`src/tsi_pkg.sv`:
```
// ----------------------------------------------------------------------------
// tsi_pkg
// types and constants shared by the touch stroke interpolator modules
// ----------------------------------------------------------------------------
`timescale 1ns / 1ps

package tsi_pkg;

	localparam int COORD_W  = 10;
	localparam int TIME_W   = 32;
	localparam int GAP_W    = 16;
	localparam int STEP_W   = 8;
	localparam int CAP_W    = 7;
	localparam int SLOT_W   = 9;
	localparam int CFG_W    = 16;
	localparam int CFG_IDX_W = 2;

	// divider: quotient always fits the coordinate width
	localparam int NUM_W    = 16;
	localparam int DEN_W    = 8;
	localparam int QUO_W    = COORD_W;
	localparam int BITS_PER_CYC = 2;
	localparam int DIV_CYCLES = QUO_W / BITS_PER_CYC;
	localparam int DIV_CNT_W = $clog2(DIV_CYCLES);

	localparam logic [CAP_W-1:0] RESULT_CAP = 7'd64;

	// configuration register indexes
	localparam logic [CFG_IDX_W-1:0] REG_GAP  = 2'd0;
	localparam logic [CFG_IDX_W-1:0] REG_STEP = 2'd1;
	localparam logic [CFG_IDX_W-1:0] REG_CAP  = 2'd2;

	localparam logic [GAP_W-1:0]  GAP_RESET  = 16'd250;
	localparam logic [STEP_W-1:0] STEP_RESET = 8'd8;
	localparam logic [CAP_W-1:0]  CAP_RESET  = 7'd40;

	typedef struct packed {
		logic             go;
		logic [NUM_W-1:0] num;
		logic [DEN_W-1:0] den;
	} div_req_t;

	typedef struct packed {
		logic             done;
		logic [QUO_W-1:0] quo;
	} div_rsp_t;

endpackage

```
`src/tsi_div.sv`:
```
// ----------------------------------------------------------------------------
// tsi_div
// shared restoring divider, two quotient bits per cycle
// ----------------------------------------------------------------------------
`timescale 1ns / 1ps

module tsi_div (
	input  logic               clk,
	input  logic               arst_n,
	input  tsi_pkg::div_req_t  req,
	output tsi_pkg::div_rsp_t  rsp
);
	import tsi_pkg::*;

	logic                 busy_q;
	logic                 done_q;
	logic [DIV_CNT_W-1:0] cnt_q;
	logic [DEN_W-1:0]     rem_q;
	logic [DEN_W-1:0]     den_q;
	logic [QUO_W-1:0]     sh_q;
	logic [DEN_W-1:0]     rem_n;
	logic [QUO_W-1:0]     sh_n;

	// caller guarantees num / den < 2**QUO_W, so the upper bits start as remainder
	always_comb begin
		logic [DEN_W:0] t;
		rem_n = rem_q;
		sh_n  = sh_q;
		t     = '0;
		for (int k = 0; k < BITS_PER_CYC; k++) begin
			t    = {rem_n, sh_n[QUO_W-1]};
			sh_n = {sh_n[QUO_W-2:0], 1'b0};
			if (t >= {1'b0, den_q}) begin
				t       = t - {1'b0, den_q};
				sh_n[0] = 1'b1;
			end
			rem_n = t[DEN_W-1:0];
		end
	end

	always_ff @(posedge clk or negedge arst_n) begin
		if (!arst_n) begin
			busy_q <= 1'b0;
			done_q <= 1'b0;
			cnt_q  <= '0;
		end else begin
			done_q <= 1'b0;
			if (req.go) begin
				busy_q <= 1'b1;
				cnt_q  <= '0;
			end else if (busy_q) begin
				cnt_q <= cnt_q + 1'b1;
				if (cnt_q == DIV_CNT_W'(DIV_CYCLES - 1)) begin
					busy_q <= 1'b0;
					done_q <= 1'b1;
				end
			end
		end
	end

	always_ff @(posedge clk) begin
		if (req.go) begin
			rem_q <= DEN_W'(req.num[NUM_W-1:QUO_W]);
			sh_q  <= req.num[QUO_W-1:0];
			den_q <= req.den;
		end else if (busy_q) begin
			rem_q <= rem_n;
			sh_q  <= sh_n;
		end
	end

	assign rsp.done = done_q;
	assign rsp.quo  = sh_q;

endmodule

```
`src/touch_stroke_interpolator_top.sv`:
```
// ----------------------------------------------------------------------------
// touch_stroke_interpolator_top
// turns touch samples into evenly spaced trail points with ring slots
// ----------------------------------------------------------------------------
// A touch sample (kind 0) that arrives less than the gap register after the last
// point of a live stroke is joined to that point by max(|dx|,|dy|)/step_pixels
// points, clamped to 1..max_steps (a cap of 0 counts as 1, above 64 as 64);
// any other sample gives the new point alone, and a finger lift (kind 1) ends
// the stroke and gives nothing. All division runs through one shared radix-4
// divider, which is loaded and then iterates: one division sizes the stroke
// segment, then each point takes one division for x and one for y. A sample
// is held while the output side holds ready low. in_ready is low while a
// sample is being worked on; the output register lets the next transaction be
// taken while the final point still waits. Configuration may be written any
// time the block is idle; an unknown register index is ignored.
`timescale 1ns / 1ps

module touch_stroke_interpolator_top #(
	parameter int RING_DEPTH = 512
) (
	input  logic                              clk,
	input  logic                              arst_n,
	// sample channel
	input  logic                              in_valid,
	output logic                              in_ready,
	input  logic                              kind,
	input  logic [tsi_pkg::COORD_W-1:0]       touch_x,
	input  logic [tsi_pkg::COORD_W-1:0]       touch_y,
	input  logic [tsi_pkg::TIME_W-1:0]        now_ms,
	// point channel
	output logic                              out_valid,
	input  logic                              out_ready,
	output logic [tsi_pkg::COORD_W-1:0]       point_x,
	output logic [tsi_pkg::COORD_W-1:0]       point_y,
	output logic [tsi_pkg::TIME_W-1:0]        stamp,
	output logic [tsi_pkg::SLOT_W-1:0]        slot,
	output logic                              last_point,
	// configuration channel
	input  logic                              cfg_valid,
	output logic                              cfg_ready,
	input  logic [tsi_pkg::CFG_IDX_W-1:0]     cfg_index,
	input  logic [tsi_pkg::CFG_W-1:0]         cfg_data
);
	import tsi_pkg::*;

	localparam int HW = $clog2(RING_DEPTH);

	typedef enum logic [2:0] {
		ST_IDLE,
		ST_SPAN,
		ST_XDIV,
		ST_YDIV,
		ST_EMIT
	} state_t;

	state_t state_q;

	// configuration registers
	logic [GAP_W-1:0]  gap_q;
	logic [STEP_W-1:0] step_q;
	logic [CAP_W-1:0]  cap_q;

	// stroke state
	logic [COORD_W-1:0] prev_x_q, prev_y_q;
	logic [TIME_W-1:0]  prev_time_q;
	logic               have_prev_q;
	logic [HW-1:0]      head_q;

	// per-sample working registers
	logic [COORD_W-1:0] base_x_q, base_y_q;
	logic               neg_x_q, neg_y_q;
	logic [COORD_W-1:0] adx_q, ady_q;
	logic [NUM_W-1:0]   acc_x_q, acc_y_q;
	logic [CAP_W-1:0]   steps_q, idx_q;
	logic [COORD_W-1:0] qx_q;
	logic [TIME_W-1:0]  stamp_q;
	logic [COORD_W-1:0] pend_x_q, pend_y_q;
	logic               pend_last_q;

	// output register
	logic               out_valid_q;
	logic [COORD_W-1:0] px_q, py_q;
	logic [TIME_W-1:0]  stamp_out_q;
	logic [SLOT_W-1:0]  slot_q;
	logic               last_q;

	div_req_t req_q;
	div_rsp_t rsp;

	// input-side arithmetic, used on the accepting edge
	logic               in_take;
	logic               in_neg_x, in_neg_y;
	logic [COORD_W-1:0] in_adx, in_ady, in_span;
	logic [TIME_W-1:0]  elapsed;
	logic               joins;
	logic [STEP_W-1:0]  step_eff;
	logic [CAP_W-1:0]   cap_eff;
	logic [CAP_W-1:0]   steps_n;
	logic [COORD_W-1:0] nx, ny;
	logic               emit_ok;
	logic               div_go;
	logic [NUM_W-1:0]   acc_x_n, acc_y_n;
	logic [HW+SLOT_W-1:0] head_ext;

	assign cfg_ready = 1'b1;
	assign in_ready  = (state_q == ST_IDLE);
	assign in_take   = in_valid && in_ready;

	assign in_neg_x = touch_x < prev_x_q;
	assign in_neg_y = touch_y < prev_y_q;
	assign in_adx   = in_neg_x ? (prev_x_q - touch_x) : (touch_x - prev_x_q);
	assign in_ady   = in_neg_y ? (prev_y_q - touch_y) : (touch_y - prev_y_q);
	assign in_span  = (in_adx > in_ady) ? in_adx : in_ady;

	// wrap-safe elapsed time
	assign elapsed = now_ms - prev_time_q;
	assign joins   = have_prev_q && (elapsed < TIME_W'(gap_q));

	assign step_eff = (step_q == '0) ? STEP_W'(1) : step_q;
	assign cap_eff  = (cap_q == '0) ? CAP_W'(1) :
	                  ((cap_q > RESULT_CAP) ? RESULT_CAP : cap_q);

	// clamp the segment count into 1..cap
	always_comb begin
		if (rsp.quo == '0) begin
			steps_n = CAP_W'(1);
		end else if (rsp.quo > COORD_W'(cap_eff)) begin
			steps_n = cap_eff;
		end else begin
			steps_n = rsp.quo[CAP_W-1:0];
		end
	end

	// signed offset from the segment start, truncated toward zero
	assign nx = neg_x_q ? (base_x_q - qx_q) : (base_x_q + qx_q);
	assign ny = neg_y_q ? (base_y_q - rsp.quo) : (base_y_q + rsp.quo);

	assign acc_x_n  = acc_x_q + NUM_W'(adx_q);
	assign acc_y_n  = acc_y_q + NUM_W'(ady_q);
	assign emit_ok  = !out_valid_q || out_ready;
	assign head_ext = {{SLOT_W{1'b0}}, head_q};

	// divider start: segment sizing, then x and y for every point
	assign div_go = (state_q == ST_IDLE && in_take && !kind && joins) ||
	                ((state_q == ST_SPAN || state_q == ST_XDIV) && rsp.done) ||
	                (state_q == ST_EMIT && emit_ok && !pend_last_q);

	tsi_div u_div (
		.clk    (clk),
		.arst_n (arst_n),
		.req    (req_q),
		.rsp    (rsp)
	);

	always_ff @(posedge clk or negedge arst_n) begin
		if (!arst_n) begin
			state_q     <= ST_IDLE;
			gap_q       <= GAP_RESET;
			step_q      <= STEP_RESET;
			cap_q       <= CAP_RESET;
			prev_x_q    <= '0;
			prev_y_q    <= '0;
			prev_time_q <= '0;
			have_prev_q <= 1'b0;
			head_q      <= '0;
			base_x_q    <= '0;
			base_y_q    <= '0;
			neg_x_q     <= 1'b0;
			neg_y_q     <= 1'b0;
			adx_q       <= '0;
			ady_q       <= '0;
			acc_x_q     <= '0;
			acc_y_q     <= '0;
			steps_q     <= '0;
			idx_q       <= '0;
			qx_q        <= '0;
			stamp_q     <= '0;
			pend_x_q    <= '0;
			pend_y_q    <= '0;
			pend_last_q <= 1'b0;
			out_valid_q <= 1'b0;
			px_q        <= '0;
			py_q        <= '0;
			stamp_out_q <= '0;
			slot_q      <= '0;
			last_q      <= 1'b0;
			req_q       <= '0;
		end else begin
			req_q.go <= div_go;

			if (cfg_valid && cfg_ready) begin
				unique case (cfg_index)
					REG_GAP:  gap_q  <= cfg_data;
					REG_STEP: step_q <= cfg_data[STEP_W-1:0];
					REG_CAP:  cap_q  <= cfg_data[CAP_W-1:0];
					default: ;
				endcase
			end

			// a point is loaded when the register is free, held while stalled
			out_valid_q <= (state_q == ST_EMIT && emit_ok) || (out_valid_q && !out_ready);

			unique case (state_q)
				ST_IDLE: begin
					if (in_take) begin
						if (kind) begin
							// finger lift: stroke ends, position and head kept
							have_prev_q <= 1'b0;
						end else begin
							stamp_q     <= (now_ms == '0) ? TIME_W'(1) : now_ms;
							base_x_q    <= prev_x_q;
							base_y_q    <= prev_y_q;
							neg_x_q     <= in_neg_x;
							neg_y_q     <= in_neg_y;
							adx_q       <= in_adx;
							ady_q       <= in_ady;
							prev_x_q    <= touch_x;
							prev_y_q    <= touch_y;
							prev_time_q <= now_ms;
							have_prev_q <= 1'b1;
							if (joins) begin
								// size the segment first
								req_q.num <= NUM_W'(in_span);
								req_q.den <= step_eff;
								state_q   <= ST_SPAN;
							end else begin
								pend_x_q    <= touch_x;
								pend_y_q    <= touch_y;
								pend_last_q <= 1'b1;
								state_q     <= ST_EMIT;
							end
						end
					end
				end
				ST_SPAN: begin
					if (rsp.done) begin
						steps_q   <= steps_n;
						idx_q     <= CAP_W'(1);
						acc_x_q   <= NUM_W'(adx_q);
						acc_y_q   <= NUM_W'(ady_q);
						req_q.num <= NUM_W'(adx_q);
						req_q.den <= DEN_W'(steps_n);
						state_q   <= ST_XDIV;
					end
				end
				ST_XDIV: begin
					if (rsp.done) begin
						qx_q      <= rsp.quo;
						req_q.num <= acc_y_q;
						state_q   <= ST_YDIV;
					end
				end
				ST_YDIV: begin
					if (rsp.done) begin
						pend_x_q    <= nx;
						pend_y_q    <= ny;
						pend_last_q <= (idx_q == steps_q);
						state_q     <= ST_EMIT;
					end
				end
				ST_EMIT: begin
					if (emit_ok) begin
						px_q        <= pend_x_q;
						py_q        <= pend_y_q;
						stamp_out_q <= stamp_q;
						slot_q      <= head_ext[SLOT_W-1:0];
						last_q      <= pend_last_q;
						head_q      <= (head_q == HW'(RING_DEPTH - 1)) ? '0 : head_q + 1'b1;
						if (pend_last_q) begin
							state_q <= ST_IDLE;
						end else begin
							// next point: accumulate |d|*i instead of multiplying
							idx_q     <= idx_q + 1'b1;
							acc_x_q   <= acc_x_n;
							acc_y_q   <= acc_y_n;
							req_q.num <= acc_x_n;
							state_q   <= ST_XDIV;
						end
					end
				end
				default: state_q <= ST_IDLE;
			endcase
		end
	end

	assign out_valid  = out_valid_q;
	assign point_x    = px_q;
	assign point_y    = py_q;
	assign stamp      = stamp_out_q;
	assign slot       = slot_q;
	assign last_point = last_q;

endmodule

```
`config.mk`:
```
export PLATFORM = sky130hd
export DESIGN_NAME = touch_stroke_interpolator_top
export DESIGN_NICKNAME = d
export VERILOG_FILES = /design/src/tsi_pkg.sv /design/src/tsi_div.sv /design/src/touch_stroke_interpolator_top.sv
export SDC_FILE = /design/constraint.sdc
export NUM_CORES = 1
export LEC_CHECK = 0
export ABC_CLOCK_PERIOD_IN_PS = 5300
export BUFFER_PORTS_ARGS = -buffer_cell sky130_fd_sc_hd__buf_2
export CAP_MARGIN = 20
export CORE_ASPECT_RATIO = 1.75
export CORE_MARGIN = 2
export CORE_UTILIZATION = 43
export CTS_BUF_LIST = sky130_fd_sc_hd__clkbuf_8
export CTS_CLUSTER_DIAMETER = 40
export CTS_CLUSTER_SIZE = 28
export DETAILED_ROUTE_END_ITERATION = 8
export GPL_TIMING_DRIVEN = 0
export PLACE_DENSITY = 0.6
export SYNTH_ARGS = -nofsm -noshare
export SYNTH_HDL_FRONTEND = slang
export SYNTH_SLANG_ARGS = --single-unit
export TNS_END_PERCENT = 100
```
`constraint.sdc`:
```
create_clock -name clk -period 5.3 [get_ports clk]
set_clock_uncertainty 0.1 [all_clocks]
set_input_delay 0.53 -clock clk [delete_from_list [all_inputs] [get_ports clk]]
set_output_delay 0.53 -clock clk [all_outputs]
set_load 0.05 [all_outputs]
```
==> flow_summary.ini <==
[status]
status = completed

[route]
wirelength_um = 68200
drcViolationCount = 0
num_vias = 18197
detail_route.first_pass.iterations = 5
avgRoutedWirePerCell_um = 20.8
via_per_inst = 5.55
drtIter0Drc = 1093
antenna_left = 0

[placed_design]
dpl.cell_count = 3174
hpwl_um = 53500
gp_congestion = 0.946
port_buffers = 139

[global_route]
grt_pass1_vias = 18903
grt_usage_pct = 25.2
grt_pass1_wl_um = 104000
antenna_found_initial = 4
grt_max_degree = 121
grt-ovfl-total = 0

[power_and_ir_drop]
internal_power_w = 0.00722
p_sw_w = 0.00603
p_clk_share_pct = 16.5
max-vdd-ir-drop_mv = 0.352
pwr-share-seq_pct = 31.4
power_leakage_nw = 11.5
switching_share_pct = 45.5
p_comb_share_pct = 52.0
cellPowerDensity_nw_per_um2 = 526

[clock_tree]
cts_tree = done
cts_root_buffer = clkbuf_8
clock_latency_ns = 0.62
htree_levels = 2
numCtsBuffers = 39
clk_pin_slew_ns = 0.12
clock-sinks = 366
cts_buffer_depth = 3

[sta]
fmax_ghz = 0.192
fin_tns_setup_ns = 0
drv_slew = 0
worst_slew_pin_slew_ns = 1.03
fin_crit_ns = 5.22
report.final.setup_viol = 0
hold_viol_final = 0
hold_slack_ns = 0.0579
slew_headroom_pct = 31.4
finalCritPeriodShare_pct = 98.5

[critical_path]
crit_path_start_kind = flip-flop
arrival_ns = 5.64
critPathKind = reg2reg
crit_path_end_kind = flip-flop
path_max_fanout = 10
cp.required_ns = 5.72
r2r_cells = 22

[cells_and_area]
syn2layout_area_growth_pct = 13.7
drive_gt1_share_pct = 17.9
fillers = 4891
nNetsFinal = 2824
stdcell_count = 3278

[yosys]
syn-cell-area_um2 = 22200
synth_flop_cell = dfrtp_1
syn_inst = 2360
synth.yosys.seq_area_share_pct = 41.8
syn_avg_cell_area_um2 = 9.40
async_flop_share_pct = 92.9
ys_warn_count = 0
synth_edf_count = 24
ys_types = 89
synth_fp_nets = 2609
ys_seq_elements = 366

[worst_hold_path]
holdPathStages = 3
hp-class = in2reg

[job]
cap_viol_max_count = 0

[die]
core_um2 = 51200
die_y_um = 304
dieArea_um2 = 53500
ios = 141
die-width_um = 176
initial_core_util_pct = 43.3
core.rowCount = 110
## timing repair
item,in CTS,in global routing
setup buffers,5,18
cloned,0,2
hold buffers,8,0
endpoints found under the setup margin,53,46
gates resized for setup,22,28
endpoints found under the hold margin,112,0
pin swaps,4,18
## through the flow
stage	cell area [µm²]	util [%]	power, W	setup WS [ns]
CTS	24900	48.6	0.0131	0.00385
finish	25200	49.3	0.0133	0.0807
global route	25200	49.3	0.0141	-0.0211
detailed placement	23800	46.5	0.0108	-0.917
floorplan	22200	-	0.00892	0.391
global placement	23700	46.3	0.0106	-3.03
## placed cells by master, fill, tap and decap left out, types with 33 or more instances in the layout
| master | synthesis | layout |
|---|---|---|
| buf_2 | 9 | 147 |
| xor2_1 | 34 | 33 |
| nand2_1 | 365 | 364 |
| inv_1 | 166 | 166 |
| a21oi_1 | 120 | 115 |
| clkbuf_1 | 79 | 77 |
| mux2_2 | 139 | 139 |
| o21ai_0 | 241 | 233 |
| ha_1 | 162 | 162 |
| dfrtp_1 | 331 | 331 |
| clkbuf_8 | 0 | 41 |
| xnor2_1 | 75 | 73 |
| nor2_1 | 124 | 124 |
| nor3_1 | 33 | 33 |
## flip-flops by register name, summed over array words and instances (netlist names), 16 cells and up
| register | cells |
|---|---|
| stamp_q | 32 |
| acc_y_q | 16 |
| req_q | 25 |
| acc_x_q | 16 |
| gap_q | 16 |
| prev_time_q | 32 |
| stamp | 32 |
## worst max-delay path, cell delays in order (launching register included)
cell and delay [ns]:
dfrtp_1 0.37, ha_1 0.14, inv_1 0.06, fa_1 0.39, nand3_1 0.16, a211oi_2 0.11
o31ai_2 0.28, a21oi_1 0.15, o311ai_2 0.32, a21oi_1 0.16, o311ai_1 0.37, xor2_1 0.33
ha_1 0.31, nand4_1 0.15, nor2_1 0.09, a21oi_1 0.12, o211ai_1 0.13, nand2_2 0.14
clkbuf_4 0.22, nor3_1 0.07, mux2i_2 0.34, o211ai_1 0.26, mux2_4 0.32
## final cells by class
| class | count | area (µm²) | area share [%] |
|---|---|---|---|
| Clock inverter | 28 | 352 | 1.39 |
| Multi-Input combinational cell | 1729 | 12000 | 47.7 |
| Timing Repair Buffer | 175 | 1070 | 4.24 |
| Tap cell | 672 | 841 | 3.33 |
| Inverter | 166 | 623 | 2.47 |
| Sequential cell | 366 | 9280 | 36.8 |
| Antenna cell | 3 | 7.51 | 0.0298 |
| Clock buffer | 41 | 564 | 2.24 |
| Buffer | 98 | 448 | 1.78 |
## routing by layer
metal,share of wire (%),vias to the layer above,GRT usage (%),wire (µm)
met5,0,-,0,0
met4,7.2,0,15.9,4940
met3,3.6,200,2.79,2480
met2,54,469,48.0,36600
met1,35,8865,25.6,24200
li1,-,8663,-,-
## power groups by stage
stage          sequential (W)  clock (W)  combinational [W]
3_5_place_dp          0.00421          0            0.00659
2_1_floorplan         0.00480          0            0.00412
5_1_grt               0.00425    0.00233            0.00754
6_report              0.00417    0.00219            0.00690
3_3_place_gp          0.00418          0            0.00644
4_1_cts               0.00416    0.00225            0.00673
## final timing paths
kind	slack, ns	from	end
max	0.08	prev_x_q[0]	req_q[16]
min	0.06	now_ms[17]	stamp_q[17]
max reg2reg	0.08	prev_x_q[0]	req_q[16]
min reg2reg	0.36	req_q[1]	u_div.den_q[1]
max in group asynchronous	3.06	arst_n	acc_y_q[2]
min in group asynchronous	0.37	arst_n	stamp_q[10]
## kinds of logic after synthesis
logic type | count (synthesis) | synth area share (%)
compound gates | 583 | 16.1
xor+xnor | 110 | 4.38
fa+ha+maj | 173 | 10.1
buf+inv | 265 | 4.76
flops | 366 | 41.8
mux | 176 | 8.93
other cells | 1 | 0.0169
simple gates | 686 | 13.9
## cell usage after synthesis (22+ instances only)
master      n  area [µm²]
inv_1     166         623
nand4_1    22         138
mux2_2    139        1570
clkbuf_1   79         297
nand2_1   365        1370
mux2i_1    27         270
ha_1      162        2030
a31oi_1    29         181
o21ai_0   241        1210
xor2_1     34         298
dfrtp_1   331        8280
a21oi_1   120         601
nor3_1     33         165
nor2b_1    22         138
nand3_1    29         145
xnor2_1    75         657
nor2_1    124         465
edfxtp_1   24         721
a21o_1     26         195
No activity file was read; power rests on OpenSTA's default activity.
